**src/rtl/rearc_pkg.sv**
```systemverilog
package rearc_pkg;

  localparam int unsigned WordWidth = 32;
  localparam logic [WordWidth-1:0] TopBit = 32'h8000_0000;
  localparam logic [WordWidth-1:0] CarryZeroSum = 32'd2;

  typedef logic [WordWidth-1:0] word_t;

  typedef struct packed {
    word_t checksum;
    logic  matched;
  } rearc_result_t;

  // Adds a word with end-around carry, then rotates the sum right by one bit.
  function automatic word_t fold_word(input word_t sum, input word_t word);
    logic [WordWidth:0] wide;
    word_t              added;
    wide  = {1'b0, sum} + {1'b0, word};
    added = wide[WordWidth-1:0];
    if (wide[WordWidth]) begin
      if (added == '0) begin
        added = CarryZeroSum;
      end else begin
        added = added + word_t'(1);
      end
    end
    return (added >> 1) | (added[0] ? TopBit : '0);
  endfunction

endpackage

```
**src/rtl/rearc_acc.sv**
```systemverilog
module rearc_acc import rearc_pkg::*; (
  input  logic          clk,
  input  logic          rst,
  input  logic          s_tvalid,
  output logic          s_tready,
  input  word_t         s_tdata,
  input  logic          s_tlast,
  output logic          res_valid,
  input  logic          res_ready,
  output rearc_result_t res
);

  logic  in_valid;
  word_t in_word;
  logic  in_last;
  word_t running_sum;
  word_t running_sum_next;
  logic  advance;

  assign advance   = in_valid && (!in_last || res_ready);
  assign s_tready  = !in_valid || advance;
  assign res_valid = in_valid && in_last;

  always_comb begin
    res.checksum = ~running_sum;
    res.matched  = (in_word == ~running_sum);
  end

  always_comb begin
    running_sum_next = running_sum;
    if (advance) begin
      if (in_last) begin
        running_sum_next = '0;
      end else begin
        running_sum_next = fold_word(running_sum, in_word);
      end
    end
  end

  always_ff @(posedge clk) begin
    if (rst) begin
      in_valid    <= 1'b0;
      running_sum <= '0;
    end else begin
      running_sum <= running_sum_next;
      if (s_tready) begin
        in_valid <= s_tvalid;
      end
    end
  end

  always_ff @(posedge clk) begin
    if (s_tvalid && s_tready) begin
      in_word <= s_tdata;
      in_last <= s_tlast;
    end
  end

endmodule

```
**src/rtl/rearc_out.sv**
```systemverilog
module rearc_out import rearc_pkg::*; (
  input  logic          clk,
  input  logic          rst,
  input  logic          up_valid,
  output logic          up_ready,
  input  rearc_result_t up,
  output logic          m_tvalid,
  input  logic          m_tready,
  output word_t         m_tdata,
  output logic          m_tuser
);

  logic          out_valid;
  rearc_result_t out_res;
  logic          skid_valid;
  rearc_result_t skid_res;

  assign up_ready = !skid_valid;
  assign m_tvalid = out_valid;
  assign m_tdata  = out_res.checksum;
  assign m_tuser  = out_res.matched;

  always_ff @(posedge clk) begin
    if (rst) begin
      out_valid  <= 1'b0;
      skid_valid <= 1'b0;
    end else begin
      if (!out_valid || m_tready) begin
        if (skid_valid) begin
          out_valid  <= 1'b1;
          skid_valid <= 1'b0;
        end else begin
          out_valid <= up_valid;
        end
      end else if (up_valid && !skid_valid) begin
        skid_valid <= 1'b1;
      end
    end
  end

  always_ff @(posedge clk) begin
    if (!out_valid || m_tready) begin
      if (skid_valid) begin
        out_res <= skid_res;
      end else if (up_valid) begin
        out_res <= up;
      end
    end else if (up_valid && !skid_valid) begin
      skid_res <= up;
    end
  end

endmodule

```
**src/rtl/rotating_end_around_carry_checksum_top.sv**
```systemverilog
// Rotating end-around-carry checksum over a stream of 32-bit image words.
// Input channel s_axis: tdata carries one image word, tlast marks the final
// word, which holds the stored checksum and is not added to the sum.
// Output channel m_axis: one transfer per final word; tdata is the computed
// checksum (complement of the running sum) and tuser is 1 when the stored
// checksum equals it. Non-final words produce no transfer.
// Path: the result of a final word goes from the input register to the output
// register and m_axis when the output is free. Throughput: one word per cycle
// unless a final word waits on a full skid register, set by the combinational
// add, carry wrap and rotate between the input register and the sum register.
// Reset (rst, synchronous, active high) empties both stages and clears the
// running sum. When the receiver stalls, the result is held in the output
// register and one more result goes into a skid register; words that are
// not final keep flowing into the sum until a final word meets a full output.
module rotating_end_around_carry_checksum_top import rearc_pkg::*; (
  input  logic        clk,
  input  logic        rst,
  input  logic        s_axis_tvalid,
  output logic        s_axis_tready,
  input  logic [31:0] s_axis_tdata,   // image_word
  input  logic        s_axis_tlast,   // is_last
  output logic        m_axis_tvalid,
  input  logic        m_axis_tready,
  output logic [31:0] m_axis_tdata,   // computed_checksum
  output logic        m_axis_tuser    // checksum_matches
);

  logic          res_valid;
  logic          res_ready;
  rearc_result_t res;

  rearc_acc u_acc (
    .clk       (clk),
    .rst       (rst),
    .s_tvalid  (s_axis_tvalid),
    .s_tready  (s_axis_tready),
    .s_tdata   (s_axis_tdata),
    .s_tlast   (s_axis_tlast),
    .res_valid (res_valid),
    .res_ready (res_ready),
    .res       (res)
  );

  rearc_out u_out (
    .clk      (clk),
    .rst      (rst),
    .up_valid (res_valid),
    .up_ready (res_ready),
    .up       (res),
    .m_tvalid (m_axis_tvalid),
    .m_tready (m_axis_tready),
    .m_tdata  (m_axis_tdata),
    .m_tuser  (m_axis_tuser)
  );

endmodule

```
**config.mk**
```make
export PLATFORM = sky130hd
export DESIGN_NAME = rotating_end_around_carry_checksum_top
export DESIGN_NICKNAME = d
export VERILOG_FILES = /design/src/rtl/rearc_pkg.sv /design/src/rtl/rearc_acc.sv /design/src/rtl/rearc_out.sv /design/src/rtl/rotating_end_around_carry_checksum_top.sv
export SDC_FILE = /design/constraint.sdc
export NUM_CORES = 1
export LEC_CHECK = 0
export ABC_AREA = 0
export BUFFER_PORTS_ARGS = -buffer_cell sky130_fd_sc_hd__buf_4
export CORE_MARGIN = 2
export CORE_UTILIZATION = 45
export CTS_CLUSTER_SIZE = 24
export DETAILED_ROUTE_END_ITERATION = 10
export PLACE_DENSITY = 0.66
export SYNTH_ARGS = -nofsm -noshare
export SYNTH_HDL_FRONTEND = slang
export SYNTH_SLANG_ARGS = --single-unit
```
**constraint.sdc**
```tcl
create_clock -name clk -period 9.1 [get_ports clk]
set_clock_uncertainty 0.1 [all_clocks]
set_input_delay 0.455 -clock clk [delete_from_list [all_inputs] [get_ports clk]]
set_output_delay 0.455 -clock clk [all_outputs]
set_load 0.02 [all_outputs]
```
== After elaboration in Yosys (flattened, before gate mapping) ==
Index checks and enable logic that the tools add are counted.

* Output and inout bits: 35
* Register bits after elaboration: 134
* Bits of input ports: 37
* Word-level logic and storage cells: 41

* Mux-type cells: 9
* $add $sub $neg: 2
* Bitwise logic cells: 3
* Reduce and logical (&&, ||, !) cells: 16
* Equality and inequality tests: 1

{| class="wikitable"
|+ Operators by type and width
! cell !! number
|-
| two-way mux 32 bit || 6
|-
| two-way mux 33 bit || 2
|-
| adder 32 x 32 -> 33 bit || 1
|-
| adder 32 x 1 -> 32 bit (second input constant) || 1
|-
| equality test 32 bit || 1
|-
| zero test 32 bit || 1
|-
| NOT 32 bit || 1
|-
| bitwise OR 31 x 32 -> 32 bit || 1
|-
| logical AND 1 bit || 4
|-
| zero test 1 bit || 4
|-
| AND reduction 2 bit || 2
|-
| logical OR 1 bit || 3
|-
| nonzero test 2 bit || 1
|-
| OR reduction 2 bit || 1
|-
| two-way mux 1 bit || 1
|-
| NOT 1 bit || 1
|}

== Longest topological paths before layout ==
Gate-level depths: netlist (run 1).

* Word-level depth: 9
* Gate-level depth with buffers: 14
* Depth with buffers taken out: 13

== By module ==
From an unflattened synthesis (run 1), not the netlist that was laid out.

* Cell total of the unflattened synthesis: 726
* Area total of the unflattened synthesis: 7846.3 µm²

{| class="wikitable"
|+ Modules (own cells, without submodules)
! module !! cells each !! instances !! sequential area each (µm²) !! area an instance (µm²)
|-
| rearc_acc || 614 || 1 || 1651.6 || 5238.8
|-
| rearc_out || 112 || 1 || 2021.9 || 2607.5
|}

== Worst setup path before layout (run 1) ==
OpenSTA, ideal clock, no wires.

* Path kind: register -> register
* Start: register u_acc.running_sum[0]
* End: register u_acc.running_sum[27]
* Arrival time: 3257 ps
* Path slack: 5611 ps
* Buffers on the path: 0
* Period minus slack after synthesis: 3489 ps
* Setup time: 132 ps
* Required time: 8868 ps
* Cell stages (with the launch flop): 14
* Cell sequence: dfxtp_1 ha_1 inv_1 fa_1 nand2b_1 a21boi_2 o21ai_0 a211oi_2 nand4_2 nor4_2 nand2_1 o41a_1 o21ai_1 a21oi_1

* Word-level cells in the longest chain between the ends: 8
* Elaborated cells between the ends (all ways): 9
* Classes of those cells: add/sub (2); mux (5); bitwise (1); reduce/logical (1)

{| class="wikitable"
|+ Ends and longest elaborated chain
! element !! RTL line !! RTL
|-
| start, declared || rearc_acc.sv:16 || <nowiki>word_t running_sum;</nowiki>
|-
| start signal, assigned || rearc_acc.sv:45 || <nowiki>running_sum <= running_sum_next;</nowiki>
|-
| adder 32 x 32 -> 33 bit * || rearc_pkg.sv:18 || <nowiki>wide = {1'b0, sum} + {1'b0, word};</nowiki>
|-
| adder 32 x 1 -> 32 bit / zero test 32 bit (equally long branches) || rearc_pkg.sv:24, rearc_pkg.sv:21 ||
|-
| two-way mux 32 bit || rearc_pkg.sv:21 || <nowiki>if (added == '0) begin</nowiki>
|-
| two-way mux 32 bit * || rearc_pkg.sv:20 || <nowiki>if (wide[WordWidth]) begin</nowiki>
|-
| two-way mux 32 bit * || rearc_acc.sv:32 || <nowiki>if (in_last) begin</nowiki>
|-
| two-way mux 32 bit * || rearc_acc.sv:31 || <nowiki>if (advance) begin</nowiki>
|-
| bitwise OR 31 x 32 -> 32 bit * || rearc_pkg.sv:27 || <nowiki>return (added >> 1) | (added[0] ? TopBit : '0);</nowiki>
|-
| two-way mux 32 bit * || rearc_acc.sv:32 ||
|}

Mark *: on every way between the ends. The rest lies on a longest branch, timed or not. The select of a mux whose other input is x is not followed.
A chain may end at the register's enable or synchronous reset.

== Worst setup path after layout (run 1) ==
Same ends and word-level chain as after synthesis.

==> results of run 1 <==
## metrics by stage
step                      hold WS (ns)  total power, mW  utilization [%]
final                           0.0972             1.62             53.1
after global routing            0.0854             1.67             53.1
after CTS                       0.0889             1.62             53.1
after detailed placement         0.392            0.902             49.6
after global placement           0.380            0.902             49.6
after floorplan                  0.353            0.847                -
## flip-flops by register name (all words and copies together), names as in the netlist
register	cells
u_out.skid_res	33
u_acc.in_word	32
u_acc.running_sum	32
u_out.m_tdata	32
u_acc.in_last	1
u_acc.in_valid	1
u_out.m_tuser	1
u_out.m_tvalid	1
u_out.skid_valid	1
## how the worst min path moves through the flow
stage	startpoint	to	slack, ns	depth (start not counted)
6_report	s_axis_tdata[20]	u_acc.in_word[20]$_DFFE_PP_	0.1	1
5_1_grt	s_axis_tdata[20]	u_acc.in_word[20]$_DFFE_PP_	0.09	1
4_1_cts	s_axis_tdata[6]	u_acc.in_word[6]$_DFFE_PP_	0.09	1
3_5_place_dp	u_acc.running_sum[4]$_SDFFE_PP0P_	u_out.skid_res[5]$_DFFE_PP_	0.39	1
3_3_place_gp	u_acc.running_sum[4]$_SDFFE_PP0P_	u_out.skid_res[5]$_DFFE_PP_	0.38	1
2_1_floorplan	u_acc.running_sum[24]$_SDFFE_PP0P_	u_acc.running_sum[24]$_SDFFE_PP0P_	0.35	2
## layer usage
metal | up-vias | GRT usage (%) | share of wire (%)
met5 | - | 0 | 0
met4 | 0 | 6.71 | 1.7
met3 | 20 | 4.51 | 6.7
met2 | 206 | 29.3 | 43
met1 | 2859 | 30.8 | 49
li1 | 3041 | - | -
## layout by cell type (no fill, tap or decap), types with 9 or more instances in the layout
master     instances
nand3_1           25
a21oi_1           45
and3_1             9
nor3_1            14
o21ai_0           74
ha_1              34
buf_4             74
xnor2_1           23
nand4_1           17
a21o_1            10
clkbuf_16         17
nand2_1          101
edfxtp_1          99
inv_1             42
xor2_1            24
nor2_1            42
dfxtp_1           34
## cell type report
| class | instances | share of cell area (%) |
|---|---|---|
| Inverter | 42 | 1.73 |
| Clock inverter | 13 | 1.96 |
| Multi-Input combinational cell | 579 | 42.2 |
| Sequential cell | 134 | 40.3 |
| Clock buffer | 18 | 4.70 |
| Tap cell | 225 | 3.09 |
| Timing Repair Buffer | 74 | 6.09 |
## power breakdown
part / leakage [nW] / internal (mW) / switching [mW] / total [mW]
Combinational: 1.80 / 0.0786 / 0.128 / 0.206
Sequential: 1.12 / 0.674 / 0.0134 / 0.687
Clock: 0.292 / 0.456 / 0.269 / 0.724
Total: 3.21 / 1.21 / 0.410 / 1.62
## kinds of logic after synthesis
family                     share of synthesized area (%)
and+or+nand+nor                                     18.2
muxes                                              0.796
DFF                                                 46.7
xor gates and xnor gates                            5.23
buffers and inverters                               4.57
adders and majority gates                           5.66
AOI/OAI and AO/OA                                   18.8
==> impl_metrics.tcl, run 1 <==
set metrics [dict create \
    clk_pin_slew_worst_paths_ns 0.07 \
    boundaryPins 72 \
    antenna_violations_before_repair 0 \
    synth_cells 792 \
    final.fill_count 1576 \
    insertedDiodeCount 0 \
    synth_top_area_cell "edfxtp_1" \
    buffer_ports.inserted 71 \
    cts_setup_buffers 0 \
    timing_max_transition_violations_final 0 \
    postCtsHoldBufs 0 \
    stdcell_count 1085 \
    drt-vias-per-instance 5.65 \
    htreeDepth 4 \
    arrival_ns 4.60 \
    synthesis.area_per_instance_um2 9.93 \
    fmax_mhz 228 \
    timing.critical_path.depth 13 \
    core-area_mm2 0.0172 \
    tightest_slew_ns 1.05 \
    yosys-top-cells-count "101 x nand2_1, 99 x edfxtp_1, 74 x o21ai_0" \
    yosys_most_used_dff "edfxtp_1" \
    rsz0062_at_grt "no" \
    synthDistinctLibCells 84 \
    drt_pre_antenna_iters 5 \
    timing.slew.headroom_pct 29.7 \
    grt_usage_pct 20.6 \
    worst-setup-path-type "reg -> reg" \
    final_period_minus_worst_setup_slack_ns 4.39 \
    floorplan.initialDensity_pct 45.8 \
    grt_first_pass_wirelength_mm 28.9 \
    design.die.area_mm2 0.0185 \
    multi_input_area_mm2 0.00385 \
    chipHeight_um 136 \
    drt_iter0_markers 650 \
    pin_count_of_the_biggest_net_entering_global_routing 71 \
    ys_warn_count 0 \
    startpoint_type "register" \
    clkLatencyLatePin_ns 0.43 \
    synthesis_to_finish_area_growth_pct 16.0 \
    drc 0 \
    clockRootBuffer "clkbuf_16" \
    critPathRequiredTime_ns 9.31 \
    synth_top_area_share_pct 37.8 \
    grt-ovfl-total 0 \
    powerDensity_mw_per_mm2 177 \
    cts_max_path_buffers 2 \
    path_max_fanout 8 \
    post-route-period-util_pct 48.2 \
    report.final.setup_viol 0 \
    placed_cell_area_mm2 0.00852 \
    post_synth_arst_share_pct 0 \
    worst_r2r_path_depth 13 \
    cts_resized 0 \
    post_dp_hpwl_mm 13.6 \
    chipWidth_um 136 \
    worst-path-buf-inv 1 \
    routed_wl_mm 18.4 \
    drt-wirelength-per-cell_um 17.0 \
    core.rowCount 48 \
    setup.worst_path.end_class "register" \
    setup.worst_path.end "u_acc.running_sum[27]$_SDFFE_PP0P_" \
    run_status "finished, final reports clean" \
    globalplace.congestion 0.935 \
    synth_seq_area_share_pct 46.7 \
    synthesis_stage_register_bit_count 134 \
    synthesis.area_mm2 0.00786 \
    fin_area_mm2 0.00913 \
    post_route_cells_drive_above_1_share_pct 17.2 \
    reg2reg_from "u_acc.running_sum[0]$_SDFFE_PP0P_" \
    cts_tree "yes" \
    power.static_leakage_nw 3.21 \
    dpl.cell_count 1054 \
    vias 6126 \
    synth_enable_flop_cells 99 \
    cell_with_the_most_instances_after_synthesis "nand2_1" \
    critical-path-slowest-cell "a311oi_1" \
    layout.area.seq_mm2 0.00367 \
    timing.critical_path.cells "ha_1, inv_1, fa_1, nand2b_1, a21boi_2, nor3_1, a311oi_1, nand4_2, nor4_2, nand2_1, o41a_1, o21ai_1, a21oi_1" \
    critical_path.reg2reg.endpoint "u_acc.running_sum[27]$_SDFFE_PP0P_" \
    design.final.nets 920 \
    fin_ws_ns 4.71 \
    synth_fp_nets 864 \
    final-hold-violation-count 0 \
    postRouteAntennaNets 0 \
    cts_buffers 17 \
    worst-r2r-setup-slack_ns 4.71 \
    synth.top_cells.by_area "edfxtp_1 38%, dfxtp_1 8.9%, ha_1 5.4%" \
    number_of_global_route_vias_before_repair 5355 \
    worstHoldPathType "in -> reg" \
    crit_start "u_acc.running_sum[0]$_SDFFE_PP0P_" \
    fin_setup_tns_ns 0 \
    worst_path_largest_cell_delay_ns 0.68 \
    dp_worst_setup_slack_ns 4.81 \
    drv.max_cap_violation_count 0 \
    numClockSinks 134 \
    largest_delay_contributor_family_on_the_critical_path "compound AO/OA/AOI/OAI gates" \
    worst_ir_drop_vdd_v 0.000123 \
]
No activity file was read; power rests on OpenSTA's default activity.
==> run 2, diff against run 1 <==
ABC_AREA = 1   (was 0)
PLACE_DENSITY = 0.68   (was 0.66)
clock period = 3.7 ns   (was 9.1 ns; I/O delays follow)
==> impl_metrics.tcl, run 2 <==
set metrics [dict create \
    run_status "finished, final reports clean" \
    worst-r2r-setup-slack_ns 0.32 \
    synthesis_stage_register_bit_count 134 \
    mostFrequentLayoutCells "453 x nand2_1, 193 x inv_1, 99 x edfxtp_1, 88 x nor2_1, 78 x nand3_1" \
    critical_path.reg2reg.endpoint "u_acc.running_sum[23]$_SDFFE_PP0P_" \
    synth_seq_area_share_pct 41.5 \
    timing_max_transition_violations_final 0 \
    drc 0 \
    drt_pre_antenna_iters 7 \
    critPathRequiredTime_ns 3.90 \
    synthDistinctLibCells 40 \
    htreeDepth 4 \
    timing.slew.headroom_pct 41.5 \
    post_synth_arst_share_pct 0 \
    routed_wl_mm 24.7 \
    final.fill_count 1917 \
    post_dp_hpwl_mm 19.6 \
    post-route-util_pct 54.5 \
    drv.max_cap_violation_count 0 \
    report.final.setup_viol 0 \
    worst_r2r_path_depth 19 \
    chipWidth_um 144 \
    powerDensity_mw_per_mm2 375 \
    synth_cells 1245 \
    crit_start "u_acc.running_sum[0]$_SDFFE_PP0P_" \
    core-area_mm2 0.0194 \
    cts_tree "yes" \
    floorplan.initialDensity_pct 45.6 \
    rsz0062_at_grt "no" \
    antenna_violations_before_repair 0 \
    power.static_leakage_nw 4.69 \
    cts_max_path_buffers 2 \
    commonest_non_fill_non_tap_cell_in_the_layout "nand2_1" \
    grt_first_pass_wirelength_mm 39.2 \
    drt_iter0_markers 818 \
    clkLatencyLatePin_ns 0.43 \
    vias 8172 \
    met1_usage_pct 36.0 \
    cts_buffers 17 \
    synthesis_to_finish_area_growth_pct 19.5 \
    synth_compound_gate_area_share_pct 6.62 \
    largest_reg_flops 33 \
    holdPathEnd "u_acc.running_sum[29]$_SDFFE_PP0P_" \
    worstHoldPathType "in -> reg" \
    design.final.nets 1426 \
    clk_pin_slew_worst_paths_ns 0.06 \
    min_path_cells 2 \
    globalplace.congestion 0.948 \
    core.rowCount 51 \
    post-route-period-util_pct 91.4 \
    synthAdderAreaFrac_pct 5.03 \
    synth_mux_area_share_pct 0 \
    drt-vias-per-instance 5.01 \
    insertedDiodeCount 0 \
    synthesis.area_per_instance_um2 7.11 \
    boundaryPins 72 \
    synth_top_family_by_area "simple AND/OR/NAND/NOR gates" \
    min-delay-start "rst" \
    synth_fp_nets 1317 \
    synth_simple_gate_area_share_pct 36.3 \
    arrival_ns 3.58 \
    synth_top_area_share_pct 33.6 \
    ys_warn_count 0 \
    yosys-top-cells-count "453 x nand2_1, 193 x inv_1, 99 x edfxtp_1" \
    clockRootBuffer "clkbuf_16" \
    final-hold-violation-count 0 \
    grt.met2_usage_pct 38.7 \
    chipHeight_um 144 \
    drt-wirelength-per-cell_um 15.1 \
    met3_usage_pct 4.01 \
    post_route_cells_drive_above_1_share_pct 14.1 \
    number_of_global_route_vias_before_repair 7504 \
    synth_top_area_cell "edfxtp_1" \
    fmax_mhz 296 \
    cell_with_the_most_instances_after_synthesis "nand2_1" \
    grt_busiest_layer "met2" \
    tightest_slew_ns 0.866 \
    synth_enable_flop_cells 99 \
    grt-ovfl-total 0 \
    cts_setup_buffers 0 \
    synth.top_cells.by_area "edfxtp_1 34%, nand2_1 19%, inv_1 8.2%" \
    final_period_minus_worst_setup_slack_ns 3.38 \
    design.die.area_mm2 0.0208 \
    reg2reg_from "u_acc.running_sum[0]$_SDFFE_PP0P_" \
    worst_ir_drop_vdd_v 0.000322 \
    setup.worst_path.end_class "register" \
    buffer_ports.inserted 71 \
    path_max_fanout 15 \
    fin_setup_tns_ns 0 \
    postRouteAntennaNets 0 \
    worst-setup-path-type "reg -> reg" \
    grt_usage_pct 24.9 \
    post_synth_xor_area_fraction_pct 0.693 \
    largest-register "u_out.skid_res" \
    numClockSinks 134 \
    startpoint_type "register" \
    yosys_most_used_dff "edfxtp_1" \
    synthesis.area_mm2 0.00885 \
    pin_count_of_the_biggest_net_entering_global_routing 67 \
]
## run 2: changes by cell type in the layout (fill, tap and decap cells not counted), sizes merged, moves of 9 or more
cell,before,now
nand2,103,481
inv,44,209
nor2,42,112
nand3,26,90
o21ai,84,48
dlygate4sd3,0,35
xnor2,23,0
xor2,24,7
a211oi,11,0
a21o,11,0
nand4,19,30
and3,10,1
nor4,9,0
## run 2: cells by family (layout without fill, tap and decap cells)
family,Yosys count,after routing
xor+xnor,7,7
fa+ha+maj,35,35
simple gates,732,732
flops,134,134
compound gates,110,110
buf+inv,227,349
## run 2: power by group
part	internal (mW)	switching, mW
clock network	0.930	0.686
logic	0.218	0.434
registers	1.66	0.0364
total	2.81	1.16
## run 2: critical path, cell delays in order (launching register included)
cell     delay, ns
dfxtp_1       0.39
ha_2          0.27
inv_1         0.07
fa_1          0.37
inv_1         0.11
nand2_1       0.09
nand2_1       0.14
nand3_1       0.13
nand2_2       0.13
nand2_1       0.08
nand2_1       0.09
nand2_2       0.07
nand2_4       0.18
inv_1         0.18
nor2_2        0.24
nand2_1       0.14
nor2_1        0.19
nand4_1       0.11
nand4_1       0.10
a21oi_1       0.07
## run 2: cell type report
class | count | area [um2] | area share [%]
clock inverters | 14 | 129 | 1.22
clock buffers | 18 | 429 | 4.06
repair buffers | 111 | 921 | 8.71
multi-input cells | 884 | 4320 | 40.8
well taps | 265 | 332 | 3.13
inverters | 206 | 773 | 7.31
flip-flops and latches | 134 | 3670 | 34.7
## run 2: worst max-delay path by stage
stage / end / depth (start not counted) / slack [ns]
floorplan: u_out.skid_res[0]$_DFFE_PP_ / 3 / 0.21
global placement: u_acc.running_sum[23]$_SDFFE_PP0P_ / 19 / 0.35
detailed placement: u_acc.running_sum[23]$_SDFFE_PP0P_ / 19 / 0.32
CTS: u_acc.running_sum[23]$_SDFFE_PP0P_ / 19 / 0.32
global route: u_acc.running_sum[23]$_SDFFE_PP0P_ / 19 / 0.02
finish: u_acc.running_sum[23]$_SDFFE_PP0P_ / 19 / 0.32
## run 2: metal layers
layer	part of all wire, %	up-vias
met1	48	3676
met2	43	265
met5	0	-
met3	7.0	35
met4	1.6	0
li1	-	4196
## run 2: timing repair
item	in CTS	in global routing
setup endpoints to repair	0	9
hold buffers	35	0
endpoints found under the hold margin	35	0
resized for setup	0	2
## run 2: stage by stage
stage	instance area, um2	std cells	total power [mW]	hold slack (ns)	setup WS, ns
after global routing	10600	1632	4.13	0.0799	0.0232
after CTS	10600	1632	3.98	0.0656	0.319
final	10600	1632	3.96	0.0749	0.318
after floorplan	8850	1245	2.14	0.184	0.211
after global placement	9660	1565	2.33	0.263	0.347
after detailed placement	9660	1565	2.34	0.264	0.324
==> run 3, diff against run 2 <==
CAP_MARGIN = 25   (was not set)
REMOVE_ABC_BUFFERS = 1   (was not set)
==> impl_metrics.tcl, run 3 (same netlist as run 2, synthesis figures left out) <==
set metrics [dict create \
    run_status "finished, final reports clean" \
    post-route-period-util_pct 91.7 \
    antenna_violations_before_repair 0 \
    drt-vias-per-instance 4.99 \
    boundaryPins 72 \
    cts_tree "yes" \
    globalplace.congestion 0.911 \
    dpl.cell_count 1565 \
    grt_usage_pct 25.3 \
    dp_worst_setup_slack_ns 0.246 \
    synthesis_to_finish_area_growth_pct 19.1 \
    drt-wirelength-per-cell_um 15.4 \
    commonest_non_fill_non_tap_cell_in_the_layout "nand2_1" \
    design.final.nets 1426 \
    chipHeight_um 144 \
    grt-ovfl-total 0 \
    powerDensity_mw_per_mm2 367 \
    number_of_global_route_vias_before_repair 7540 \
    largest-register "u_out.skid_res" \
    fmax_mhz 295 \
    drc 0 \
    stdcell_count 1632 \
    min_path_cells 2 \
    report.final.setup_viol 0 \
    worst_ir_drop_vdd_v 0.000322 \
    final_period_minus_worst_setup_slack_ns 3.39 \
    timing.slew.headroom_pct 40.3 \
    drt_pre_antenna_iters 6 \
    clkLatencyLatePin_ns 0.43 \
    post_route_cells_drive_above_1_share_pct 14.0 \
    floorplan.initialDensity_pct 45.6 \
    clk_pin_slew_worst_paths_ns 0.06 \
    post_dp_hpwl_mm 19.9 \
    core.rowCount 51 \
    setup.worst_path.end_class "register" \
    power.static_leakage_nw 4.67 \
    htreeDepth 4 \
    fin_total_pwr_mw 3.87 \
    worst-setup-path-type "reg -> reg" \
    mostFrequentLayoutCells "453 x nand2_1, 193 x inv_1, 99 x edfxtp_1, 89 x nor2_1, 78 x nand3_1" \
    routed_wl_mm 25.1 \
    worst_r2r_path_depth 19 \
    path_max_fanout 15 \
    fin_area_mm2 0.0105 \
    drt_iter0_markers 600 \
    drv.max_cap_violation_count 0 \
    cts_max_path_buffers 2 \
    timing_max_transition_violations_final 0 \
    clockRootBuffer "clkbuf_16" \
    chipWidth_um 144 \
    arrival_ns 3.59 \
    post-route-util_pct 54.4 \
    placed_cell_area_mm2 0.00966 \
    fin_ws_ns 0.306 \
    grt_first_pass_wirelength_mm 39.6 \
    pin_count_of_the_biggest_net_entering_global_routing 52 \
    tightest_slew_ns 0.883 \
    numClockSinks 134 \
    fin_setup_tns_ns 0 \
    design.die.area_mm2 0.0208 \
    worstHoldPathType "in -> reg" \
    cts_setup_buffers 0 \
    buffer_ports.inserted 71 \
    startpoint_type "register" \
    final-hold-violation-count 0 \
    largest_reg_flops 33 \
    vias 8140 \
    rsz0062_at_grt "no" \
    critPathRequiredTime_ns 3.89 \
    core-area_mm2 0.0194 \
    holdWs_ns 0.0775 \
    insertedDiodeCount 0 \
    postRouteAntennaNets 0 \
    cts_buffers 17 \
]
-- run 3: repair_timing --
item | in CTS | in global routing
resized for setup | 0 | 2
endpoints found under the setup margin | 0 | 7
hold endpoints to repair | 35 | 0
hold buffers | 35 | 0
-- run 3: worst max-delay path: stages, from the launching register on --
cell,delay [ns]
dfxtp_1,0.43
ha_2,0.29
inv_1,0.07
fa_1,0.37
inv_1,0.12
nand2_1,0.10
nand2_1,0.14
nand3_1,0.14
nand2_2,0.13
nand2_1,0.07
nand2_1,0.09
nand2_2,0.07
nand2_4,0.19
inv_1,0.20
nor2_4,0.19
nand2_1,0.10
nor2_1,0.18
nand4_1,0.10
nand4_1,0.10
a21oi_1,0.07
-- run 3: layout make-up --
type / instances / area [um2]
Multi-Input combinational cell: 884 / 4320
Clock inverter: 13 / 88.8
Timing Repair Buffer: 111 / 921
Clock buffer: 19 / 433
Tap cell: 265 / 332
Sequential cell: 134 / 3670
Fill cell: 1926 / 8850
Inverter: 206 / 773
-- run 3: final timing paths --
| path | to | from | slack, ns |
|---|---|---|---|
| hold reg to reg | u_out.skid_res[31]$_DFFE_PP_ | u_acc.running_sum[30]$_SDFFE_PP0P_ | 0.40 |
| setup reg to reg | u_acc.running_sum[23]$_SDFFE_PP0P_ | u_acc.running_sum[0]$_SDFFE_PP0P_ | 0.31 |
| hold / removal | u_acc.running_sum[29]$_SDFFE_PP0P_ | rst | 0.08 |
| setup / recovery | u_acc.running_sum[23]$_SDFFE_PP0P_ | u_acc.running_sum[0]$_SDFFE_PP0P_ | 0.31 |
-- run 3: report_power, final --
group | switching (mW) | leakage, nW | internal, mW
clock | 0.676 | 0.244 | 0.850
combinational | 0.436 | 3.27 | 0.217
sequential | 0.0366 | 1.15 | 1.66
total | 1.15 | 4.67 | 2.73
-- run 3: metal layers --
layer	wire (um)	vias up	GRT usage, %
met3	1310	37	3.11
met1	12400	3684	36.7
li1	-	4188	-
met5	0	-	0
met2	10900	231	39.4
met4	569	0	8.07
